File: config.mk
export PLATFORM = sky130hd
export DESIGN_NAME = win1252_to_utf8_encoder_flat
export DESIGN_NICKNAME = d
export VERILOG_FILES = /design/src/rtl/w2u_pkg.sv /design/src/rtl/w2u_intf.sv /design/src/rtl/w2u_in_reg.sv /design/src/rtl/w2u_xlate.sv /design/src/rtl/w2u_emit.sv /design/src/rtl/win1252_to_utf8_encoder.sv /design/src/flat_wrapper.sv
export SDC_FILE = /design/constraint.sdc
export NUM_CORES = 1
export LEC_CHECK = 0
export BUFFER_PORTS_ARGS = -buffer_cell sky130_fd_sc_hd__buf_2
export CORE_UTILIZATION = 37
export CTS_CLUSTER_DIAMETER = 100
export DETAILED_ROUTE_END_ITERATION = 16
export SETUP_SLACK_MARGIN = 0.02
export SLEW_MARGIN = 40
export SYNTH_ARGS = -nofsm -noshare
export SYNTH_HDL_FRONTEND = slang
export SYNTH_SLANG_ARGS = --single-unit
File: constraint.sdc
create_clock -name i_clk -period 12.28 [get_ports i_clk]
set_input_delay 1.228 -clock i_clk [delete_from_list [all_inputs] [get_ports i_clk]]
set_output_delay 1.228 -clock i_clk [all_outputs]
set_load 0.02 [all_outputs]
File: src/rtl/w2u_pkg.sv
package w2u_pkg;

    localparam int COUNT_WIDTH_DEF = 16;
    localparam logic [15:0] CAP_RESET = 16'hFFFF;

    // stop status codes
    localparam logic [1:0] ST_RUN  = 2'd0;
    localparam logic [1:0] ST_NUL  = 2'd1;
    localparam logic [1:0] ST_FULL = 2'd2;
    localparam logic [1:0] ST_EOI  = 2'd3;

    // item function codes
    localparam logic FUNC_DATA = 1'b0;
    localparam logic FUNC_END  = 1'b1;

    localparam logic [7:0] LEAD_C2   = 8'hC2;
    localparam logic [7:0] LEAD_C3   = 8'hC3;
    localparam logic [7:0] CONT_BASE = 8'h80;
    localparam logic [7:0] CONT_MASK = 8'h3F;
    localparam logic [7:0] QMARK     = 8'h3F;

    typedef struct packed {
        logic [1:0]      len;
        logic [2:0][7:0] b;     // b[0] goes out first
    } t_seq;

    // one queued conversion result group
    typedef struct packed {
        logic [2:0][7:0] b;
        logic [1:0]      n;
        logic            vld;
        logic [1:0]      status;
        logic [15:0]     consumed;
        logic [15:0]     written;
    } t_job;

    function automatic t_seq mk(input logic [1:0] len, input logic [7:0] b0,
                                input logic [7:0] b1, input logic [7:0] b2);
        t_seq s;
        s.len = len;
        s.b[0] = b0;
        s.b[1] = b1;
        s.b[2] = b2;
        return s;
    endfunction

    // 0x80-0x9F control block
    function automatic t_seq ctl_rom(input logic [4:0] idx);
        t_seq s;
        unique case (idx)
            5'd0:  s = mk(2'd3, 8'hE2, 8'h82, 8'hAC);
            5'd1:  s = mk(2'd1, QMARK, 8'h00, 8'h00);
            5'd2:  s = mk(2'd3, 8'hE2, 8'h80, 8'h9A);
            5'd3:  s = mk(2'd2, 8'hC6, 8'h92, 8'h00);
            5'd4:  s = mk(2'd3, 8'hE2, 8'h80, 8'h9E);
            5'd5:  s = mk(2'd3, 8'hE2, 8'h80, 8'hA6);
            5'd6:  s = mk(2'd3, 8'hE2, 8'h80, 8'hA0);
            5'd7:  s = mk(2'd3, 8'hE2, 8'h80, 8'hA1);
            5'd8:  s = mk(2'd2, 8'hCB, 8'h86, 8'h00);
            5'd9:  s = mk(2'd3, 8'hE2, 8'h80, 8'hB0);
            5'd10: s = mk(2'd2, 8'hC5, 8'hA0, 8'h00);
            5'd11: s = mk(2'd3, 8'hE2, 8'h80, 8'hB9);
            5'd12: s = mk(2'd2, 8'hC5, 8'h92, 8'h00);
            5'd13: s = mk(2'd1, QMARK, 8'h00, 8'h00);
            5'd14: s = mk(2'd2, 8'hC5, 8'hBD, 8'h00);
            5'd15: s = mk(2'd1, QMARK, 8'h00, 8'h00);
            5'd16: s = mk(2'd1, QMARK, 8'h00, 8'h00);
            5'd17: s = mk(2'd3, 8'hE2, 8'h80, 8'h98);
            5'd18: s = mk(2'd3, 8'hE2, 8'h80, 8'h99);
            5'd19: s = mk(2'd3, 8'hE2, 8'h80, 8'h9C);
            5'd20: s = mk(2'd3, 8'hE2, 8'h80, 8'h9D);
            5'd21: s = mk(2'd3, 8'hE2, 8'h80, 8'hA2);
            5'd22: s = mk(2'd3, 8'hE2, 8'h80, 8'h93);
            5'd23: s = mk(2'd3, 8'hE2, 8'h80, 8'h94);
            5'd24: s = mk(2'd2, 8'hCB, 8'h9C, 8'h00);
            5'd25: s = mk(2'd3, 8'hE2, 8'h84, 8'hA2);
            5'd26: s = mk(2'd2, 8'hC5, 8'hA1, 8'h00);
            5'd27: s = mk(2'd3, 8'hE2, 8'h80, 8'hBA);
            5'd28: s = mk(2'd2, 8'hC5, 8'h93, 8'h00);
            5'd29: s = mk(2'd1, QMARK, 8'h00, 8'h00);
            5'd30: s = mk(2'd2, 8'hC5, 8'hBE, 8'h00);
            5'd31: s = mk(2'd2, 8'hC5, 8'hB8, 8'h00);
            default: s = mk(2'd1, QMARK, 8'h00, 8'h00);
        endcase
        return s;
    endfunction

endpackage

File: src/rtl/w2u_intf.sv
interface w2u_in_if;
    logic       valid;
    logic       ready;
    logic       func;
    logic [7:0] in_byte;

    modport source (output valid, output func, output in_byte, input ready);
    modport sink   (input valid, input func, input in_byte, output ready);
endinterface

interface w2u_out_if;
    logic        valid;
    logic        ready;
    logic [7:0]  out_byte;
    logic        byte_valid;
    logic        last;
    logic [1:0]  status;
    logic [15:0] consumed_count;
    logic [15:0] written_count;

    modport source (output valid, output out_byte, output byte_valid, output last,
                    output status, output consumed_count, output written_count,
                    input ready);
    modport sink   (input valid, input out_byte, input byte_valid, input last,
                    input status, input consumed_count, input written_count,
                    output ready);
endinterface

interface w2u_cfg_if;
    logic        valid;
    logic        ready;
    logic [15:0] data;

    modport source (output valid, output data, input ready);
    modport sink   (input valid, input data, output ready);
endinterface

File: src/rtl/w2u_in_reg.sv
module w2u_in_reg (
    input  logic     i_clk,
    input  logic     i_rst_n,
    w2u_in_if.sink   i_in,
    input  logic     i_consume,
    output logic     o_valid,
    output logic     o_func,
    output logic [7:0] o_byte
);

    logic       r_v;
    logic       r_func;
    logic [7:0] r_byte;

    assign i_in.ready = !r_v || i_consume;

    always_ff @(posedge i_clk) begin
        if (!i_rst_n) begin
            r_v <= 1'b0;
        end else if (i_in.ready) begin
            r_v <= i_in.valid;
        end
        if (i_in.ready && i_in.valid) begin
            r_func <= i_in.func;
            r_byte <= i_in.in_byte;
        end
    end

    assign o_valid = r_v;
    assign o_func  = r_func;
    assign o_byte  = r_byte;

endmodule

File: src/rtl/w2u_xlate.sv
module w2u_xlate #(
    parameter int COUNT_WIDTH = w2u_pkg::COUNT_WIDTH_DEF
) (
    input  logic          i_clk,
    input  logic          i_rst_n,
    w2u_cfg_if.sink       i_cfg,
    input  logic          i_item_v,
    input  logic          i_func,
    input  logic [7:0]    i_byte,
    input  logic          i_take,
    output logic          o_consume,
    output logic          o_load,
    output w2u_pkg::t_job o_job
);

    localparam int CMPW = (COUNT_WIDTH + 2 > 17) ? COUNT_WIDTH + 2 : 17;
    localparam logic [COUNT_WIDTH-1:0] CNT_MAX = {COUNT_WIDTH{1'b1}};

    logic [15:0]            r_cap;
    logic [COUNT_WIDTH-1:0] r_written;
    logic [COUNT_WIDTH-1:0] r_consumed;
    logic [1:0]             r_stopped;

    logic [COUNT_WIDTH-1:0] n_written;
    logic [COUNT_WIDTH-1:0] n_consumed;
    logic [1:0]             n_stopped;

    w2u_pkg::t_seq      seq;
    logic [1:0]         need;
    logic [CMPW-1:0]    wr_ext;
    logic [CMPW-1:0]    cap_ext;
    logic               fits;
    logic               room;
    logic [COUNT_WIDTH:0] wr_sum;
    logic [COUNT_WIDTH:0] cn_sum;
    logic [CMPW-1:0]    wr_rep;
    logic [CMPW-1:0]    cn_rep;

    assign i_cfg.ready = 1'b1;

    always_comb begin
        if ((i_byte & 8'hC0) == 8'hC0) begin
            seq = w2u_pkg::mk(2'd2, w2u_pkg::LEAD_C3,
                              w2u_pkg::CONT_BASE | (i_byte & w2u_pkg::CONT_MASK), 8'h00);
            need = 2'd2;
        end else if ((i_byte & 8'hA0) == 8'hA0) begin
            seq = w2u_pkg::mk(2'd2, w2u_pkg::LEAD_C2,
                              w2u_pkg::CONT_BASE | (i_byte & w2u_pkg::CONT_MASK), 8'h00);
            need = 2'd2;
        end else if (i_byte[7]) begin
            seq  = w2u_pkg::ctl_rom(i_byte[4:0]);
            need = 2'd3;    // ROM codes always reserve three bytes
        end else begin
            seq  = w2u_pkg::mk(2'd1, i_byte, 8'h00, 8'h00);
            need = 2'd1;
        end
    end

    assign wr_ext  = CMPW'(r_written);
    assign cap_ext = CMPW'(r_cap);
    assign fits    = (wr_ext + CMPW'(need)) < cap_ext;
    assign room    = wr_ext < cap_ext;

    assign wr_sum = {1'b0, r_written} + (COUNT_WIDTH+1)'(seq.len);
    assign cn_sum = {1'b0, r_consumed} + (COUNT_WIDTH+1)'(1);

    assign o_consume = i_item_v && ((r_stopped != w2u_pkg::ST_RUN) || i_take);
    assign o_load    = i_item_v && (r_stopped == w2u_pkg::ST_RUN) && i_take;

    always_comb begin
        n_written  = r_written;
        n_consumed = r_consumed;
        n_stopped  = r_stopped;
        priority if (i_func == w2u_pkg::FUNC_END) begin
            n_stopped = w2u_pkg::ST_EOI;
        end else if (i_byte == 8'h00) begin
            n_stopped = w2u_pkg::ST_NUL;
        end else if (!fits) begin
            n_stopped = w2u_pkg::ST_FULL;
        end else begin
            n_written  = wr_sum[COUNT_WIDTH] ? CNT_MAX : wr_sum[COUNT_WIDTH-1:0];
            n_consumed = cn_sum[COUNT_WIDTH] ? CNT_MAX : cn_sum[COUNT_WIDTH-1:0];
        end
    end

    assign wr_rep = CMPW'(n_written);
    assign cn_rep = CMPW'(n_consumed);

    always_comb begin
        o_job.consumed = cn_rep[15:0];
        o_job.written  = wr_rep[15:0];
        o_job.status   = n_stopped;
        if (n_stopped != w2u_pkg::ST_RUN) begin
            // terminator, or an empty stop result when no byte is left
            o_job.b   = '0;
            o_job.n   = 2'd1;
            o_job.vld = room;
        end else begin
            o_job.b   = seq.b;
            o_job.n   = seq.len;
            o_job.vld = 1'b1;
        end
    end

    always_ff @(posedge i_clk) begin
        if (!i_rst_n) begin
            r_cap      <= w2u_pkg::CAP_RESET;
            r_written  <= '0;
            r_consumed <= '0;
            r_stopped  <= w2u_pkg::ST_RUN;
        end else begin
            if (i_cfg.valid && i_cfg.ready) begin
                r_cap <= i_cfg.data;
            end
            if (o_load) begin
                r_written  <= n_written;
                r_consumed <= n_consumed;
                r_stopped  <= n_stopped;
            end
        end
    end

    a_stop_sticky: assert property (@(posedge i_clk) disable iff (!i_rst_n)
        r_stopped != w2u_pkg::ST_RUN |=> r_stopped == $past(r_stopped))
        else $error("stop status changed after a stop");

    a_stop_counts: assert property (@(posedge i_clk) disable iff (!i_rst_n)
        o_load && o_job.status != w2u_pkg::ST_RUN |=>
            r_written == $past(r_written) && r_consumed == $past(r_consumed))
        else $error("counters moved on a stop");

endmodule

File: src/rtl/w2u_emit.sv
module w2u_emit (
    input  logic          i_clk,
    input  logic          i_rst_n,
    input  logic          i_load,
    input  w2u_pkg::t_job i_job,
    output logic          o_take,
    w2u_out_if.source     o_out
);

    logic          r_v;
    logic [1:0]    r_idx;
    w2u_pkg::t_job r_job;
    logic          is_last;
    logic          fire;

    assign is_last = (2'(r_idx + 2'd1) == r_job.n);
    assign fire    = r_v && o_out.ready;
    assign o_take  = !r_v || (fire && is_last);

    always_ff @(posedge i_clk) begin
        if (!i_rst_n) begin
            r_v   <= 1'b0;
            r_idx <= '0;
        end else if (i_load) begin
            r_v   <= 1'b1;
            r_idx <= '0;
        end else if (fire) begin
            if (is_last) begin
                r_v <= 1'b0;
            end else begin
                r_idx <= 2'(r_idx + 2'd1);
            end
        end
        if (i_load) begin
            r_job <= i_job;
        end
    end

    assign o_out.valid          = r_v;
    assign o_out.out_byte       = r_job.b[r_idx];
    assign o_out.byte_valid     = r_job.vld;
    assign o_out.last           = is_last;
    assign o_out.status         = r_job.status;
    assign o_out.consumed_count = r_job.consumed;
    assign o_out.written_count  = r_job.written;

    a_idx_range: assert property (@(posedge i_clk) disable iff (!i_rst_n)
        r_v |-> r_idx < r_job.n)
        else $error("byte index past sequence length");

    a_stop_single: assert property (@(posedge i_clk) disable iff (!i_rst_n)
        r_v && r_job.status != w2u_pkg::ST_RUN |-> r_job.n == 2'd1 && r_job.b[0] == 8'h00)
        else $error("stop result is not a single zero byte");

    a_novld_last: assert property (@(posedge i_clk) disable iff (!i_rst_n)
        r_v && !r_job.vld |-> is_last && r_job.status != w2u_pkg::ST_RUN)
        else $error("empty result outside a stop");

endmodule

File: src/rtl/win1252_to_utf8_encoder.sv
// Windows-1252 to UTF-8 converter.
// i_in carries one item per transaction: func (data byte or end of input) and
// in_byte. o_out carries one UTF-8 byte per transaction with byte_valid, last,
// status and the consumed/written counts after the item. i_cfg writes the
// output capacity (terminator included); write it only while the block is idle.
// An accepted item passes the input register and then the job register on its way
// to the output. Throughput follows the output byte rate: the job register feeds
// one byte per cycle while the receiver is ready, and ASCII gives 1 byte per item,
// 0xA0-0xFF give 2, and 0x80-0x9F give 1 to 3 depending on the sequence length.
// A NUL byte, end of input or lack of room ends the string with one result
// (the 0x00 terminator when a byte is free); later items are taken and dropped.
// Reset clears the counters and the stop status and sets capacity to 65535;
// there is no clearing pass.
// When the receiver stalls, the current byte holds; one more item waits in the
// input register, then i_in.ready drops.
module win1252_to_utf8_encoder #(
    parameter int COUNT_WIDTH = w2u_pkg::COUNT_WIDTH_DEF
) (
    input  logic      i_clk,
    input  logic      i_rst_n,
    w2u_in_if.sink    i_in,
    w2u_cfg_if.sink   i_cfg,
    w2u_out_if.source o_out
);

    logic          item_v;
    logic          item_func;
    logic [7:0]    item_byte;
    logic          consume;
    logic          load;
    logic          take;
    w2u_pkg::t_job job;

    w2u_in_reg u_in_reg (
        .i_clk     (i_clk),
        .i_rst_n   (i_rst_n),
        .i_in      (i_in),
        .i_consume (consume),
        .o_valid   (item_v),
        .o_func    (item_func),
        .o_byte    (item_byte)
    );

    w2u_xlate #(
        .COUNT_WIDTH (COUNT_WIDTH)
    ) u_xlate (
        .i_clk     (i_clk),
        .i_rst_n   (i_rst_n),
        .i_cfg     (i_cfg),
        .i_item_v  (item_v),
        .i_func    (item_func),
        .i_byte    (item_byte),
        .i_take    (take),
        .o_consume (consume),
        .o_load    (load),
        .o_job     (job)
    );

    w2u_emit u_emit (
        .i_clk   (i_clk),
        .i_rst_n (i_rst_n),
        .i_load  (load),
        .i_job   (job),
        .o_take  (take),
        .o_out   (o_out)
    );

endmodule

File: src/flat_wrapper.sv
// flat-port wrapper written by rule: the top's interface ports become plain ports
module win1252_to_utf8_encoder_flat 
#(
    parameter int COUNT_WIDTH = w2u_pkg::COUNT_WIDTH_DEF
)
  (i_clk, i_rst_n, i_in_valid, i_in_func, i_in_in_byte, i_in_ready, i_cfg_valid, i_cfg_data, i_cfg_ready, o_out_valid, o_out_out_byte, o_out_byte_valid, o_out_last, o_out_status, o_out_consumed_count, o_out_written_count, o_out_ready);
  w2u_in_if i_in_i ();
  w2u_cfg_if i_cfg_i ();
  w2u_out_if o_out_i ();
  input  logic i_clk;
  input  logic i_rst_n;
  input wire logic [$bits(i_in_i.valid)-1:0] i_in_valid;
  input wire logic [$bits(i_in_i.func)-1:0] i_in_func;
  input wire logic [$bits(i_in_i.in_byte)-1:0] i_in_in_byte;
  output wire logic [$bits(i_in_i.ready)-1:0] i_in_ready;
  input wire logic [$bits(i_cfg_i.valid)-1:0] i_cfg_valid;
  input wire logic [$bits(i_cfg_i.data)-1:0] i_cfg_data;
  output wire logic [$bits(i_cfg_i.ready)-1:0] i_cfg_ready;
  output wire logic [$bits(o_out_i.valid)-1:0] o_out_valid;
  output wire logic [$bits(o_out_i.out_byte)-1:0] o_out_out_byte;
  output wire logic [$bits(o_out_i.byte_valid)-1:0] o_out_byte_valid;
  output wire logic [$bits(o_out_i.last)-1:0] o_out_last;
  output wire logic [$bits(o_out_i.status)-1:0] o_out_status;
  output wire logic [$bits(o_out_i.consumed_count)-1:0] o_out_consumed_count;
  output wire logic [$bits(o_out_i.written_count)-1:0] o_out_written_count;
  input wire logic [$bits(o_out_i.ready)-1:0] o_out_ready;
  assign i_in_i.valid = i_in_valid;
  assign i_in_i.func = i_in_func;
  assign i_in_i.in_byte = i_in_in_byte;
  assign i_in_ready = i_in_i.ready;
  assign i_cfg_i.valid = i_cfg_valid;
  assign i_cfg_i.data = i_cfg_data;
  assign i_cfg_ready = i_cfg_i.ready;
  assign o_out_valid = o_out_i.valid;
  assign o_out_out_byte = o_out_i.out_byte;
  assign o_out_byte_valid = o_out_i.byte_valid;
  assign o_out_last = o_out_i.last;
  assign o_out_status = o_out_i.status;
  assign o_out_consumed_count = o_out_i.consumed_count;
  assign o_out_written_count = o_out_i.written_count;
  assign o_out_i.ready = o_out_ready;
  win1252_to_utf8_encoder #(.COUNT_WIDTH(COUNT_WIDTH)) u_core (.i_clk(i_clk), .i_rst_n(i_rst_n), .i_in(i_in_i), .i_cfg(i_cfg_i), .o_out(o_out_i));
endmodule
==> implementation parameters <==
Parameter                              Value

Floorplan
  Vertical extent of the die    147 um
  Core Region    0.0204 mm2
  Initial Utilization    0.381
  Full die area    0.0215 mm2
  Number of cell rows    52
  Number of ports placed on the die boundary    77
  Die width    147 um

GRT
  Total overflow reported by the global router    0
  Wire length of the first global-routing pass    roughly 29 mm
  GRT Total Usage    0.171
  Initial antenna violation count    0
  Pin count of the biggest net entering global routing    60
  Via count of the first global-routing pass    5392

Clocking
  Resized Gates After CTS    0
  Clock transition at path regs    0.06 ns
  Maximum level of the CTS H-tree    4
  Total clock buffers created by CTS    17
  Longest Clk Path Bufs    2
  CTS tree    done
  Clock latency reported for the late side of the worst-skew pair    around 0.42 ns
  Number of buffers inserted for hold repair after clock tree synthesis    0
  CTS Sinks    140
  Clock Root Buffer    clkbuf_16
  Post-CTS Setup Inserts    0

Final layout
  Number of antenna diodes    0
  Ratio of cells with drive above 1 in the final layout    0.155
  Growth of design area from synthesis to finish    11.1%
  Total Nets Final    between 900 and 1000
  Fillers    2033

Route
  Overall routed net length    18.3 mm
  First-pass iteration count of the detailed router    4
  Drt initial violations    about 360
  Count of unresolved DRC violations after routing    0
  Avg WL per Cell    about 16 um
  Vias post-DR    6068
  Remaining antenna violation count    0
  Average via count per standard cell    around 5.4

Placed design
  Number of buffers inserted by port buffering    75
  Routability-driven placement congestion ratio    0.804
  Post-DP HPWL    12.9 mm

Hold path
  Type of the tightest min-delay check    reg -> reg
  Cell count of the worst hold path    2
  Origin of the worst min-delay path    u_core.u_xlate.r_stopped[1]
  End point of the worst hold path    u_core.u_xlate.r_stopped[1]

Setup path
  R2r endpoint    u_core.u_emit.o_out.written_count[8]
  Startpoint of the worst setup timing path    u_core.u_in_reg.o_byte[5]
  Critical Path Start Type    register
  Crit path largest cell delay    about 0.5 ns
  FF-to-FF path depth    17
  Arrival time of data at the critical path endpoint    5.17 ns
  Highest-delay cell along the critical path    a221oi_1
  Maximum fanout along the worst path    32
  Slack of the worst reg-to-reg path    about 7.3 ns
  Cell breakdown of the critical path    or2_2, nand2_1, ha_1, inv_1, fa_1, nor2_1, nand2_1, xnor2_1, ha_1, a21oi_1, o21ai_0, a221oi_1, o211ai_1, nor2_2, buf_4, and3_1, mux2_2
  Critical path capture point type    register
  Reg-to-Reg Start    u_core.u_in_reg.o_byte[5]
  Critical path data required time    12.45 ns
  Category of the most critical setup path    reg -> reg

Logic synthesis
  Number of synthesized register bits    140
  Fraction of the yosys area taken by sequential cells    0.447
  Number of nets in the synthesized netlist    900
  Post-Syn Area per Cell    9.39 um2
  Post-synthesis async set-or-reset flop share    0
  Cells after Synth    826
  Most common flop cell mapped by yosys    dfxtp_1
  Number of enable-type register cells in the synthesized netlist    66
  Netlist area before placement    0.00775 mm2
  Number of distinct library cell variants in the gate-level netlist after synthesis    65
  Number of warnings printed during yosys synthesis    0

STA
  Unrepaired setup endpoints after global routing    false
  Highest clock frequency the design can meet    200 MHz
  Post-route minimum period    5.00 ns
  Ratio of final minimum period to clock period    0.407
  Hold violation count in the final report    0
  Final-layout setup total negative slack    0 ns
  Number of pins with negative max-slew slack in the final report    0
  Total of endpoints with negative setup slack in the final report    0
  Measured slew at the worst slew-check pin    ~0.82 ns
  Post-Route Skew    0.00926 ns
  Tightest slew margin relative to the limit    0.449

Pwr
  Static leakage power    0.00346 uW
  Total power density per cell area    133 mW/mm2
  Max rail drop VDD    approximately 0.1 mV
  Overall Power    1140 uW

Job
  Number of violations of the max-capacitance limit    0

Run status
  Outcome    completed
-- cells by family after synthesis --
group / Yosys count / share of synthesized area
multiplexers: 26 / 0.0416
flip-flops: 140 / 0.447
AND/OR/NAND/NOR: 256 / 0.155
other: 1 / 0.000484
AO/OA/AOI/OAI: 227 / 0.188
adder cells (fa/ha/maj): 44 / 0.0729
XOR/XNOR: 17 / 0.0192
buffers and inverters: 115 / 0.0763
-- synthesized netlist by cell type, types with 6 or more instances --
| library cell | instances | area [um2] |
|---|---|---|
| o21ai_0 | 29 | 145 |
| a211oi_1 | 16 | 120 |
| inv_1 | 37 | 139 |
| nand4_1 | 11 | 68.8 |
| o31ai_1 | 6 | 45.0 |
| nand3_1 | 20 | 100 |
| buf_4 | 35 | 263 |
| a21oi_1 | 82 | 410 |
| a311oi_1 | 12 | 105 |
| buf_2 | 11 | 55.1 |
| mux2i_1 | 14 | 140 |
| dfxtp_1 | 74 | 1480 |
| o21a_1 | 7 | 52.6 |
| and2_1 | 6 | 37.5 |
| a21o_1 | 9 | 67.6 |
| o211ai_1 | 19 | 143 |
| a31oi_1 | 14 | 87.6 |
| xnor2_1 | 11 | 96.3 |
| ha_1 | 42 | 526 |
| xor2_1 | 6 | 52.6 |
| nor3_1 | 14 | 70.1 |
| clkbuf_1 | 26 | 97.6 |
| nor2_1 | 59 | 221 |
| nand2_1 | 97 | 364 |
| nor3b_1 | 8 | 60.1 |
| and3_1 | 16 | 100 |
| edfxtp_1 | 66 | 1980 |
-- metrics by stage --
| stage | hold slack [ns] | worst slack (ns) | area (um2) | utilization | cells |
|---|---|---|---|---|---|
| 4_1_cts | 0.500 | 7.22 | 8600 | 0.422 | 1129 |
| 5_1_grt | 0.512 | 6.90 | 8610 | 0.423 | 1129 |
| 3_3_place_gp | 0.464 | 7.45 | 8050 | 0.395 | 1097 |
| 6_report | 0.495 | 7.28 | 8610 | 0.423 | 1129 |
| 2_1_floorplan | 0.440 | 8.00 | 7750 | - | 826 |
| 3_5_place_dp | 0.486 | 7.27 | 8050 | 0.395 | 1097 |
-- cell type report --
type                       count  area (um2)  area share
multi-input combinational    571        3720       0.432
sequential                   140        3460       0.402
clock buffer                  19         443      0.0514
timing repair buffer          78         398      0.0462
tap                          270         338      0.0392
inverter                      38         143      0.0166
clock inverter                13         109      0.0126
-- worst max-delay path: cells and delay by family (launching register included) --
family                   cells  cell delay [ns]
multiplexers                 1             0.33
adder cells (fa/ha/maj)      3             0.94
AO/OA/AOI/OAI                4             1.03
AND/OR/NAND/NOR              6             1.41
XOR/XNOR                     1             0.14
buffers and inverters        2             0.42
flip-flops                   1             0.48
-- metal layers --
metal  share of wire  global-route usage  wire (um)
met3           0.051              0.0416        941
met5               0                   0          0
met4           0.017              0.0583        304
met1            0.49               0.245       8930
met2            0.44               0.251       8100
-- cell usage in the layout (no fill, tap or decap), types with 4 or more instances in the layout --
master	n
xor2_1	6
a21oi_1	82
a31oi_1	14
edfxtp_1	66
nand2b_1	5
nor2_1	57
nand4_1	11
and2_1	6
inv_1	35
nor3_1	14
mux2i_4	4
o21ai_0	29
nand2_1	97
mux2_2	5
and4_1	5
buf_2	75
ha_1	42
and3_1	16
a211oi_1	16
o211ai_1	19
mux2i_1	14
dfxtp_1	74
clkinvlp_4	5
nor3b_1	8
nand3_1	20
a21o_1	9
nor2b_1	4
o21a_1	7
a311oi_1	12
o31ai_1	6
xnor2_1	11
o311a_1	4
clkbuf_16	17
-- worst max-delay path by stage --
stage                                                        end
after floorplan                          u_core.u_emit.r_job[37]
after global placement     u_core.u_emit.o_out.consumed_count[4]
after detailed placement  u_core.u_emit.o_out.consumed_count[13]
after CTS                  u_core.u_emit.o_out.consumed_count[6]
after global routing      u_core.u_emit.o_out.consumed_count[11]
final                       u_core.u_emit.o_out.written_count[8]
-- report_power, final --
part / internal (uW) / leakage, uW / total [uW] / switching [uW]
clock network: 268 / 0.000256 / 479 / 211
logic: 43.7 / 0.00199 / 132 / 88.5
registers: 518 / 0.00121 / 531 / 13.6
total: 829 / 0.00346 / 1140 / 313
(Power assumes the default switching activity.)
